==> src/sv/sse_pkg.sv <==
// Shared types, constants and a helper function for the sorted set engine.
package sse_pkg;

    localparam int CAPACITY = 16;
    localparam int CNT_W    = $clog2(CAPACITY + 1);
    localparam int VALUE_W  = 32;
    localparam int FUNC_W   = 2;
    localparam int COUNT_W  = 5;

    localparam logic [FUNC_W-1:0] FUNC_ADD    = 2'd0;
    localparam logic [FUNC_W-1:0] FUNC_REMOVE = 2'd1;
    localparam logic [FUNC_W-1:0] FUNC_SEARCH = 2'd2;

    typedef enum logic [1:0] {
        ST_IDLE,
        ST_COMPARE,
        ST_UPDATE
    } t_state;

    typedef enum logic [1:0] {
        OP_HOLD,
        OP_LOAD,
        OP_FROM_LEFT,
        OP_FROM_RIGHT
    } t_cell_op;

    typedef struct packed {
        logic match;
        logic precedes;
    } t_cell_flags;

    // Inclusive prefix OR, built as a log-depth network over the cells.
    function automatic logic [CAPACITY-1:0] prefix_or(input logic [CAPACITY-1:0] x);
        logic [CAPACITY-1:0] acc;
        acc = x;
        for (int l = 0; (1 << l) < CAPACITY; l++) begin
            for (int i = CAPACITY - 1; i >= 0; i--) begin
                if (i >= (1 << l)) begin
                    acc[i] = acc[i] | acc[i - (1 << l)];
                end
            end
        end
        return acc;
    endfunction

endpackage

==> src/sv/sse_cell.sv <==
// One storage cell of the sorted set chain: holds a value and compares it with the key.
module sse_cell (
    input  logic                                  i_clk,
    input  logic                                  i_cmp_en,
    input  logic                                  i_order,
    input  logic signed [sse_pkg::VALUE_W-1:0]    i_key,
    input  sse_pkg::t_cell_op                     i_op,
    input  logic signed [sse_pkg::VALUE_W-1:0]    i_left,
    input  logic signed [sse_pkg::VALUE_W-1:0]    i_right,
    output logic signed [sse_pkg::VALUE_W-1:0]    o_data,
    output sse_pkg::t_cell_flags                  o_flags
);

    logic signed [sse_pkg::VALUE_W-1:0] r_data;
    sse_pkg::t_cell_flags               r_flags;

    // The flags say whether the key equals the held value and whether the key
    // belongs strictly ahead of it in the selected order.
    always_ff @(posedge i_clk) begin
        if (i_cmp_en) begin
            r_flags.match    <= (i_key == r_data);
            r_flags.precedes <= i_order ? (i_key > r_data) : (i_key < r_data);
        end
    end

    always_ff @(posedge i_clk) begin
        case (i_op)
            sse_pkg::OP_HOLD:       r_data <= r_data;
            sse_pkg::OP_LOAD:       r_data <= i_key;
            sse_pkg::OP_FROM_LEFT:  r_data <= i_left;
            sse_pkg::OP_FROM_RIGHT: r_data <= i_right;
            default:                r_data <= r_data;
        endcase
    end

    assign o_data  = r_data;
    assign o_flags = r_flags;

endmodule

==> src/sv/sorted_set_engine_core.sv <==
// Top level of the sorted set engine: request control and the chain of value cells.
//
//  Channel   | Handshake            | Payload
//  ----------+----------------------+-----------------------------------------
//  request   | start, busy          | i_func, i_value
//  result    | o_done (one cycle)   | o_success, o_count, o_full_refused
//  config    | i_cfg_wen            | i_cfg_wdata (order_mode)
//
// Every item is accepted, then all cells compare the key with their values
// in parallel, then the cells shift, load or hold.
// The result appears on o_done in the cycle after the update, while the
// next item may already be accepted. The receiver cannot stall the block.
// Reset (i_rst_n low at a clock edge) empties the store and selects
// ascending order; the stored values themselves are not cleared.
module sorted_set_engine_core (
    input  logic                                i_clk,
    input  logic                                i_rst_n,
    input  logic                                start,
    output logic                                busy,
    input  logic [sse_pkg::FUNC_W-1:0]          i_func,
    input  logic signed [sse_pkg::VALUE_W-1:0]  i_value,
    input  logic                                i_cfg_wen,
    input  logic                                i_cfg_wdata,
    output logic                                o_done,
    output logic                                o_success,
    output logic [sse_pkg::COUNT_W-1:0]         o_count,
    output logic                                o_full_refused
);

    localparam int CAP = sse_pkg::CAPACITY;
    localparam int CW  = sse_pkg::CNT_W;
    localparam int VW  = sse_pkg::VALUE_W;

    sse_pkg::t_state r_state;
    sse_pkg::t_state n_state;

    logic                        r_order;
    logic [CW-1:0]               r_count;
    logic [CW-1:0]               n_count;
    logic [sse_pkg::FUNC_W-1:0]  r_func;
    logic signed [VW-1:0]        r_key;

    logic                        r_done;
    logic                        r_success;
    logic                        r_full;
    logic                        n_success;
    logic                        n_full;

    logic                        accept;
    logic                        cmp_en;
    logic                        upd_en;

    logic signed [VW-1:0]        cell_data  [CAP];
    sse_pkg::t_cell_flags        cell_flags [CAP];
    sse_pkg::t_cell_op           cell_op    [CAP];

    logic [CAP-1:0]              occ;
    logic [CAP-1:0]              at_end;
    logic [CAP-1:0]              hit;
    logic [CAP-1:0]              ahead;
    logic [CAP-1:0]              ahead_incl;
    logic [CAP-1:0]              hit_incl;
    logic                        any_hit;
    logic                        any_ahead;
    logic                        is_full;
    logic                        do_add;
    logic                        do_remove;

    assign accept = start && !busy;

    // Sequencer: next state.
    always_comb begin
        case (r_state)
            sse_pkg::ST_IDLE:    n_state = accept ? sse_pkg::ST_COMPARE : sse_pkg::ST_IDLE;
            sse_pkg::ST_COMPARE: n_state = sse_pkg::ST_UPDATE;
            sse_pkg::ST_UPDATE:  n_state = sse_pkg::ST_IDLE;
            default:             n_state = sse_pkg::ST_IDLE;
        endcase
    end

    // Sequencer: outputs.
    always_comb begin
        case (r_state)
            sse_pkg::ST_IDLE: begin
                busy   = 1'b0;
                cmp_en = 1'b0;
                upd_en = 1'b0;
            end
            sse_pkg::ST_COMPARE: begin
                busy   = 1'b1;
                cmp_en = 1'b1;
                upd_en = 1'b0;
            end
            sse_pkg::ST_UPDATE: begin
                busy   = 1'b1;
                cmp_en = 1'b0;
                upd_en = 1'b1;
            end
            default: begin
                busy   = 1'b0;
                cmp_en = 1'b0;
                upd_en = 1'b0;
            end
        endcase
    end

    always_ff @(posedge i_clk) begin
        if (!i_rst_n) begin
            r_state <= sse_pkg::ST_IDLE;
            r_order <= 1'b0;
            r_count <= '0;
            r_done  <= 1'b0;
        end else begin
            r_state <= n_state;
            if (i_cfg_wen) begin
                r_order <= i_cfg_wdata;
            end
            r_count <= n_count;
            r_done  <= upd_en;
        end
    end

    // The request is captured on acceptance and held through the compare and update states.
    always_ff @(posedge i_clk) begin
        if (accept) begin
            r_func <= i_func;
            r_key  <= i_value;
        end
        if (upd_en) begin
            r_success <= n_success;
            r_full    <= n_full;
        end
    end

    // A cell is occupied when its position lies below the fill count, so
    // flags of empty cells are masked off here rather than in the cells.
    always_comb begin
        for (int i = 0; i < CAP; i++) begin
            occ[i]    = CW'(i) < r_count;
            at_end[i] = CW'(i) == r_count;
            hit[i]    = cell_flags[i].match && occ[i];
            ahead[i]  = cell_flags[i].precedes && occ[i];
        end
    end

    assign ahead_incl = sse_pkg::prefix_or(ahead);
    assign hit_incl   = sse_pkg::prefix_or(hit);
    assign any_hit    = hit_incl[CAP-1];
    assign any_ahead  = ahead_incl[CAP-1];
    assign is_full    = r_count == CW'(CAP);

    // An add goes in front of the first entry that the order places after
    // the key, or at the end when there is none. Duplicates and a full
    // store refuse it. A remove closes the gap left by the matching entry.
    assign do_add    = (r_func == sse_pkg::FUNC_ADD) && !any_hit && !is_full;
    assign do_remove = (r_func == sse_pkg::FUNC_REMOVE) && any_hit;

    always_comb begin
        for (int i = 0; i < CAP; i++) begin
            cell_op[i] = sse_pkg::OP_HOLD;
            if (upd_en) begin
                if (do_add) begin
                    if (i > 0 && ahead_incl[(i > 0) ? i - 1 : 0]) begin
                        cell_op[i] = sse_pkg::OP_FROM_LEFT;
                    end else if (ahead[i] || (!any_ahead && at_end[i])) begin
                        cell_op[i] = sse_pkg::OP_LOAD;
                    end
                end else if (do_remove && hit_incl[i]) begin
                    cell_op[i] = sse_pkg::OP_FROM_RIGHT;
                end
            end
        end
    end

    always_comb begin
        n_count   = r_count;
        n_success = 1'b0;
        n_full    = 1'b0;
        case (r_func)
            sse_pkg::FUNC_ADD: begin
                n_success = do_add;
                n_full    = !any_hit && is_full;
            end
            sse_pkg::FUNC_REMOVE: begin
                n_success = do_remove;
            end
            sse_pkg::FUNC_SEARCH: begin
                n_success = any_hit;
            end
            default: begin
                n_success = 1'b0;
            end
        endcase
        if (upd_en && do_add) begin
            n_count = r_count + CW'(1);
        end else if (upd_en && do_remove) begin
            n_count = r_count - CW'(1);
        end
    end

    // The cell row: each cell sees its neighbours' values for shifting. The
    // ends of the row take the key or their own value, which is never used.
    for (genvar g = 0; g < CAP; g++) begin : g_cell
        logic signed [VW-1:0] left_data;
        logic signed [VW-1:0] right_data;

        if (g == 0) begin : g_first
            assign left_data = r_key;
        end else begin : g_inner_l
            assign left_data = cell_data[g-1];
        end

        if (g == CAP - 1) begin : g_last
            assign right_data = cell_data[g];
        end else begin : g_inner_r
            assign right_data = cell_data[g+1];
        end

        sse_cell u_cell (
            .i_clk    (i_clk),
            .i_cmp_en (cmp_en),
            .i_order  (r_order),
            .i_key    (r_key),
            .i_op     (cell_op[g]),
            .i_left   (left_data),
            .i_right  (right_data),
            .o_data   (cell_data[g]),
            .o_flags  (cell_flags[g])
        );
    end

    // The count register already holds the value after the request when
    // the result is shown, and it does not move again before the next update.
    assign o_done         = r_done;
    assign o_success      = r_success;
    assign o_full_refused = r_full;
    assign o_count        = sse_pkg::COUNT_W'(r_count);

endmodule

==> config.mk <==
export PLATFORM = sky130hd
export DESIGN_NAME = sorted_set_engine_core
export DESIGN_NICKNAME = d
export VERILOG_FILES = /design/src/sv/sse_pkg.sv /design/src/sv/sse_cell.sv /design/src/sv/sorted_set_engine_core.sv
export SDC_FILE = /design/constraint.sdc
export NUM_CORES = 2
export LEC_CHECK = 0
export BUFFER_PORTS_ARGS = -buffer_cell sky130_fd_sc_hd__buf_2
export CAP_MARGIN = 5
export CELL_PAD_IN_SITES_DETAIL_PLACEMENT = 1
export CELL_PAD_IN_SITES_GLOBAL_PLACEMENT = 2
export CORE_MARGIN = 3
export CORE_UTILIZATION = 43
export DETAILED_ROUTE_END_ITERATION = 6
export GPL_ROUTABILITY_DRIVEN = 0
export GPL_TIMING_DRIVEN = 0
export PLACE_DENSITY = 0.78
export RECOVER_POWER = 25
export SYNTH_ARGS = -nofsm -noshare
export SYNTH_HDL_FRONTEND = slang
export SYNTH_SLANG_ARGS = --single-unit
==> constraint.sdc <==
create_clock -name i_clk -period 6 [get_ports i_clk]
set_input_delay 0.9 -clock i_clk [delete_from_list [all_inputs] [get_ports i_clk]]
set_output_delay 0.9 -clock i_clk [all_outputs]
set_load 0.01 [all_outputs]
* After elaboration in Yosys (flattened, before gate mapping)
Cells that the tools add are included.
** Word-level totals
- Logic and storage cells :: 521
- Register bits :: 589
- Output and inout port bits :: 9
** Operators by class
- Reduce and logical (&&, ||, !) cells :: 114
- Magnitude comparators :: 48
- Bitwise logic cells :: 98
- Add/sub/neg operators :: 2
- Multiplexer cells :: 119
- Equal/unequal tests :: 84
** Operators by type and width (number)
- $pmux 32 s3 :: 14
- $eq 32x32->1 :: 16
- $gt 32x32->1 :: 16
- $lt 32x32->1 :: 16
- $pmux 32 s2 :: 2
- $mux 2 :: 63
- $or 1x1->1 :: 98
- $logic_and 1x1->1 :: 71
- $eq 2x2->1 const B :: 34
- $eq 4x5->1 const A :: 8
- $lt 4x5->1 const A :: 8
- $eq 2x1->1 const B :: 18
- $logic_not 2->1 :: 18
- $mux 1 :: 36
- $eq 3x5->1 const A :: 4
- $lt 3x5->1 const A :: 4
- $logic_or 1x1->1 :: 16
- $eq 2x5->1 const A :: 2
- $lt 1x5->1 const A :: 2
- $lt 2x5->1 const A :: 2
- $mux 5 :: 2
- $reduce_or 2->1 :: 3
- $add 5x1->5 const B :: 1
- $eq 1x5->1 const A :: 1
- other kinds (7) :: 10

* Logic depth before layout (Yosys ltp)
- Word-level depth :: 15
- Depth in mapped cells :: 16

* Cells and area by module
A second synthesis with hierarchy kept.
** Second synthesis, totals
- Cell total of the unflattened synthesis :: 4490
- Area, all modules :: 43994.7 um2
** Modules (own cells, without submodules)
- sse_cell at g_cell[0].u_cell ... :: cells each 261, instances 15, area each 2563.7 um2
- sorted_set_engine_core :: cells each 314, instances 1, area each 2972.9 um2
- sse_cell at g_cell[14].u_cell :: cells each 261, instances 1, area each 2566.2 um2

* Worst setup path after synthesis
OpenSTA, ideal clock, no wires.
- Path type :: register to register
- From :: reg r_count[1], in the netlist o_count[1]
- To :: reg g_cell[10].u_cell.r_data (netlist bit g_cell[10].u_cell.o_data[0]) (enable)
- Required time :: 5.559 ns
- Buffers on the path :: 5
- Path slack :: 1.308 ns
- Library setup time :: 0.441 ns
- Period minus slack after synthesis :: 4.692 ns
- Arrival time :: 4.252 ns
- Stages on the path, launching flop included :: 13
- Cells stage by stage :: dfxtp_1 > clkbuf_1 > buf_2 > inv_1 > ha_1 > o21ai_2 > a2111oi_2 > buf_2 > a31oi_1 > clkbuf_1 > clkbuf_1 > nor2_1 > a31oi_1
** Between the ends
- Cells in the longest elaborated chain, start to end :: 14
- Elaborated cells on any way between the ends :: 109
- Classes of those cells :: order compare: 16; eq/ne: 2; mux: 5; bitwise: 44; reduce/logical: 42
** RTL lines
- start, declared :: line sorted_set_engine_core.sv:38 : logic [CW-1:0] r_count;
- start signal, assigned :: line sorted_set_engine_core.sv:118 : r_count <= n_count;
- $lt 4x5->1 (tied with other cells) :: line sorted_set_engine_core.sv:139 : occ[i] = CW'(i) < r_count;
- $logic_and 1x1->1 :: line sorted_set_engine_core.sv:142 : ahead[i] = cell_flags[i].precedes && occ[i];
- $or 1x1->1 (4 in series) :: line sse_pkg.sv:39 : acc[i] = acc[i] | acc[i - (1 << l)];
- $logic_not 1->1 :: line sorted_set_engine_core.sv:165 : end else if (ahead[i] || (!any_ahead && at_end[i])) begin
- $logic_and 1x1->1 :: line sorted_set_engine_core.sv:165
- $logic_or 1x1->1 :: line sorted_set_engine_core.sv:165
- $mux 1 :: line sorted_set_engine_core.sv:165
- $mux 2 :: line sorted_set_engine_core.sv:163 : if (i > 0 && ahead_incl[(i > 0) ? i - 1 : 0]) begin
- $mux 2 (*) :: line sorted_set_engine_core.sv:162 : if (do_add) begin
- $mux 2 (*) :: line sorted_set_engine_core.sv:161 : if (upd_en) begin
- $logic_not 2->1 (*) :: line sse_cell.sv:27 : case (i_op)
- end signal, assigned :: line sse_cell.sv:28 : sse_pkg::OP_HOLD: r_data <= r_data;
- end signal, assigned :: line sse_cell.sv:29 : sse_pkg::OP_LOAD: r_data <= i_key;
- end signal, assigned :: line sse_cell.sv:30 : sse_pkg::OP_FROM_LEFT: r_data <= i_left;
- end, declared :: line sse_cell.sv:14 : logic signed [sse_pkg::VALUE_W-1:0] r_data;
Every way passes the cells marked *; elsewhere a longest branch is shown, timed or not.
A chain may end at the register's enable or synchronous reset.

* Worst setup path after layout
- From :: reg r_count[1], in the netlist o_count[1]
- To :: reg g_cell[1].u_cell.r_data (netlist bit g_cell[1].u_cell.o_data[23]) (data pin)
** Between the ends
- Cells in the longest elaborated chain, start to end :: 15
- Elaborated cells on any way between the ends :: 98
- Classes of those cells :: order compare: 16; eq/ne: 5; mux: 6; bitwise: 30; reduce/logical: 41
** RTL lines (line)
- $lt 4x5->1 (tied with other cells) :: sorted_set_engine_core.sv:139
- $logic_and 1x1->1 :: sorted_set_engine_core.sv:142
- $or 1x1->1 (4 in series) :: sse_pkg.sv:39
- $logic_not 1->1 :: sorted_set_engine_core.sv:165
- $logic_and 1x1->1 :: sorted_set_engine_core.sv:165
- $logic_or 1x1->1 :: sorted_set_engine_core.sv:165
- $mux 1 :: sorted_set_engine_core.sv:165
- $mux 2 :: sorted_set_engine_core.sv:163
- $mux 2 (*) :: sorted_set_engine_core.sv:162
- $mux 2 (*) :: sorted_set_engine_core.sv:161
- $eq 2x2->1 / $eq 2x1->1 (equally long branches) :: sse_cell.sv:27
- $pmux 32 s3 (*) :: sse_cell.sv:27
- end signal, assigned :: sse_cell.sv:28
- end signal, assigned :: sse_cell.sv:29
- end signal, assigned :: sse_cell.sv:30
- end, declared :: sse_cell.sv:14
Marks and branches as above.

==> flow_summary.json <==
{
  "clock-sinks": 589,
  "register_area_um2": 17600,
  "avgViaCountPerCell": 6.22,
  "holdPathEnd": "g_cell[0].left_data[8]",
  "yosys_warnings": 0,
  "skew_ns": 0.0307,
  "gr-total-overflow": 0,
  "clkTransAtPathRegs_ns": 0.07,
  "timing.rr.start": "o_count[1]",
  "holdPathStages": 1,
  "worstRegToRegCells": 13,
  "grt_max_degree": 33,
  "cp-end-kind": "flop",
  "wirelength_um": 156000,
  "synth_nets": 4606,
  "synth-xor-area-share_pct": 0.108,
  "peakVddDrop_uv": 237,
  "die_x_um": 313,
  "first_iter_violations": 4146,
  "ios": 48,
  "power_w": 0.0103,
  "ctsHtreeMaxLevel": 3,
  "slew_violations": 69,
  "core_um2": 93500,
  "first_global_vias": 35200,
  "cp-start-kind": "flop",
  "drive_gt1_share_pct": 5.96,
  "r2r-end": "g_cell[1].u_cell.o_data[23]",
  "post_cts_buffers": 0,
  "synthAdderAreaFrac_pct": 16.1,
  "first_pass_iters": 7,
  "dpl.hpwl_um": 128000,
  "setup_viol": 0,
  "netlist_instances": 4045,
  "grt_pass1_wl_um": 228000,
  "worstPathCellList": "clkbuf_1, buf_2, inv_1, ha_1, nand4bb_1, and3_1, o211ai_1, nor3_2, clkbuf_1, nor2_1, nor2_1, clkbuf_1, o21ai_0",
  "synth_seq_cells": 589,
  "synthSimpleGateAreaFrac_pct": 9.87,
  "area_growth_pct": 10.9,
  "min-delay-start": "i_value[8]",
  "violations": "design-rule violations, max-capacitance violations, max-slew violations",
  "yosysSeqAreaShare_pct": 43.3,
  "outcome": "finished with violations",
  "grt_setup_unrepaired": "false",
  "grt_antenna_before_repair": 2,
  "hold_violations": 0,
  "cts_buffer_depth": 3,
  "die-area_um2": 98200,
  "setup_ws_ns": 0.201,
  "place_ws_ns": 0.195,
  "slew_headroom_pct": -41.1,
  "fmax_mhz": 172,
  "critPathBufInv": 5,
  "path_common_cell": "clkbuf_1",
  "final_cell_mix": "inv_1, edfxtp_1, ha_1",
  "die_h_um": 313,
  "fillers": 10500,
  "synth_edf_count": 580,
  "leakagePower_nw": 19.7,
  "wire_per_inst_um": 28.4,
  "crit_type": "reg -> reg",
  "grt_use_total_pct": 31.4,
  "postRouteAntennaNets": 0,
  "maxCapViolCount": 3,
  "max_stage_delay_ns": 0.72,
  "netlist_area_um2": 40600,
  "start_util_pct": 43.4,
  "synth_compound_area_share_pct": 20.6,
  "max_slew.worst_pin.slew_ns": 2.12,
  "rows": 112,
  "synthArstFlopShare_pct": 0,
  "required_ns": 6.37,
  "synth_top_family_by_area": "compound AO/OA/AOI/OAI gates",
  "synth.avg_cell_area_um2": 10.0,
  "path_max_fanout": 10,
  "n_antenna_cell": 0,
  "cts_tree": "done",
  "ctsHoldBuffers": 0,
  "fin_crit_ns": 5.80,
  "multiInputGateArea_um2": 19300,
  "reg2reg_slack_ns": 0.20,
  "vias": 34200,
  "cp.arrival_ns": 6.17,
  "post-route-drc-count": 7,
  "cp_top_family": "simple AND/OR/NAND/NOR gates",
  "slowest_stage": "nor2_1",
  "hp-class": "in -> reg",
  "cts_buffers": 75,
  "finalNetCount": 4750,
  "min_period_over_period_pct": 96.6,
  "yosys.cell_types.count": 84,
  "synthFlopType": "edfxtp_1",
  "final_common_cell": "inv_1",
  "powerDensity_nw_per_um2": 228,
  "io_buffers": 47,
  "clkLatencyLatePin_ns": 0.67,
  "muxShareOfSynthArea_pct": 0.616,
  "root_buffer": "clkbuf_16",
  "hold_slack_ns": 0.410
}
==> worst reg2reg max path: stages, from the launching register on <==
cell,delay [ns]
dfxtp_1,0.47
clkbuf_1,0.36
buf_2,0.33
inv_1,0.14
ha_1,0.33
nand4bb_1,0.35
and3_1,0.43
o211ai_1,0.35
nor3_2,0.59
clkbuf_1,0.59
nor2_1,0.16
nor2_1,0.72
clkbuf_1,0.52
o21ai_0,0.17
==> report_power, final <==
| part | leakage, nW | switching (W) | total, W | internal [W] |
|---|---|---|---|---|
| Combinational | 13.3 | 0.000708 | 0.00119 | 0.000480 |
| Sequential | 5.34 | 0.000203 | 0.00484 | 0.00463 |
| Clock | 1.06 | 0.00189 | 0.00424 | 0.00235 |
| Total | 19.7 | 0.00280 | 0.0103 | 0.00746 |
==> layout make-up <==
class / count / area share [%]
multi-input cells: 2468 / 42.9
clock inverters: 33 / 0.428
well taps: 1254 / 3.48
plain buffers: 207 / 1.90
flip-flops and latches: 589 / 39.1
repair buffers: 68 / 1.30
clock buffers: 102 / 4.39
inverters: 780 / 6.50
==> stage by stage <==
| step | instances | utilization [%] | area [um^2] | TNS (ns) |
|---|---|---|---|---|
| after floorplan | 4045 | - | 40600 | 0 |
| after global placement | 5346 | 45.4 | 42400 | -503.36 |
| after detailed placement | 5367 | 46.0 | 43000 | 0 |
| after CTS | 5502 | 48.3 | 45200 | 0 |
| after global routing | 5501 | 48.2 | 45000 | 0 |
| final | 5501 | 48.2 | 45000 | 0 |
==> synthesized netlist by cell type (all sizes together) (24+ instances only) <==
cell type  count  share of area [%]
a221o         69                1.7
nor4          24               0.37
nand4        107                1.6
a21o          99                1.8
and2          47               0.72
nand3         51               0.63
a211oi        31               0.59
a222oi       224                5.5
nor3          73               0.94
ha           522                 16
a21oi        171                2.2
o21ai        195                2.4
a22o          65                1.4
clkbuf       130                1.2
nand2b        30               0.46
nand2        288                2.7
inv          780                7.2
mux2i         25               0.62
edfxtp       580                 43
buf           78               0.95
nor2         107                1.0
a22oi         99                1.8
==> flip-flops by register name, indices dropped and copies added, names as in the netlist, 2 cells and up <==
| signal | flops |
|---|---|
| r_state | 2 |
| g_cell.u_cell.o_data | 512 |
| g_cell.u_cell.o_flags | 32 |
| o_count | 5 |
| r_func | 2 |
| g_cell.left_data | 32 |
==> cell families after synthesis <==
| family | count (synthesis) |
|---|---|
| AOI/OAI and AO/OA | 1108 |
| xor gates and xnor gates | 5 |
| adders and majority gates | 522 |
| buffers and inverters | 988 |
| DFF | 589 |
| muxes | 25 |
| and+or+nand+nor | 808 |
==> worst max path at each step <==
stage | startpoint | endpoint | cells past startpoint | slack [ns]
2_1_floorplan | o_count[1] | g_cell[10].u_cell.o_data[0] | 12 | 1.31
3_3_place_gp | o_count[1] | g_cell[4].u_cell.o_data[5] | 12 | -1.48
3_5_place_dp | o_count[1] | g_cell[15].u_cell.o_data[0] | 15 | 0.19
4_1_cts | o_count[1] | g_cell[15].u_cell.o_data[0] | 15 | 0.16
5_1_grt | o_count[1] | g_cell[15].u_cell.o_data[7] | 16 | 0.15
6_report | o_count[1] | g_cell[1].u_cell.o_data[23] | 13 | 0.20
==> metal layers <==
metal | GRT usage (%) | wire [um] | vias up
met5 | 0 | 0 | -
met4 | 13.3 | 7460 | 0
met3 | 4.41 | 10200 | 235
met2 | 51.8 | 72100 | 1185
met1 | 41.5 | 66500 | 17300
li1 | - | - | 15500
==> what timing repair did <==
item | CTS | global route
endpoints found under the hold margin | 0 | 0
setup endpoints to repair | 0 | 55
resized for setup | 0 | 3
(Power assumes the default switching activity.)
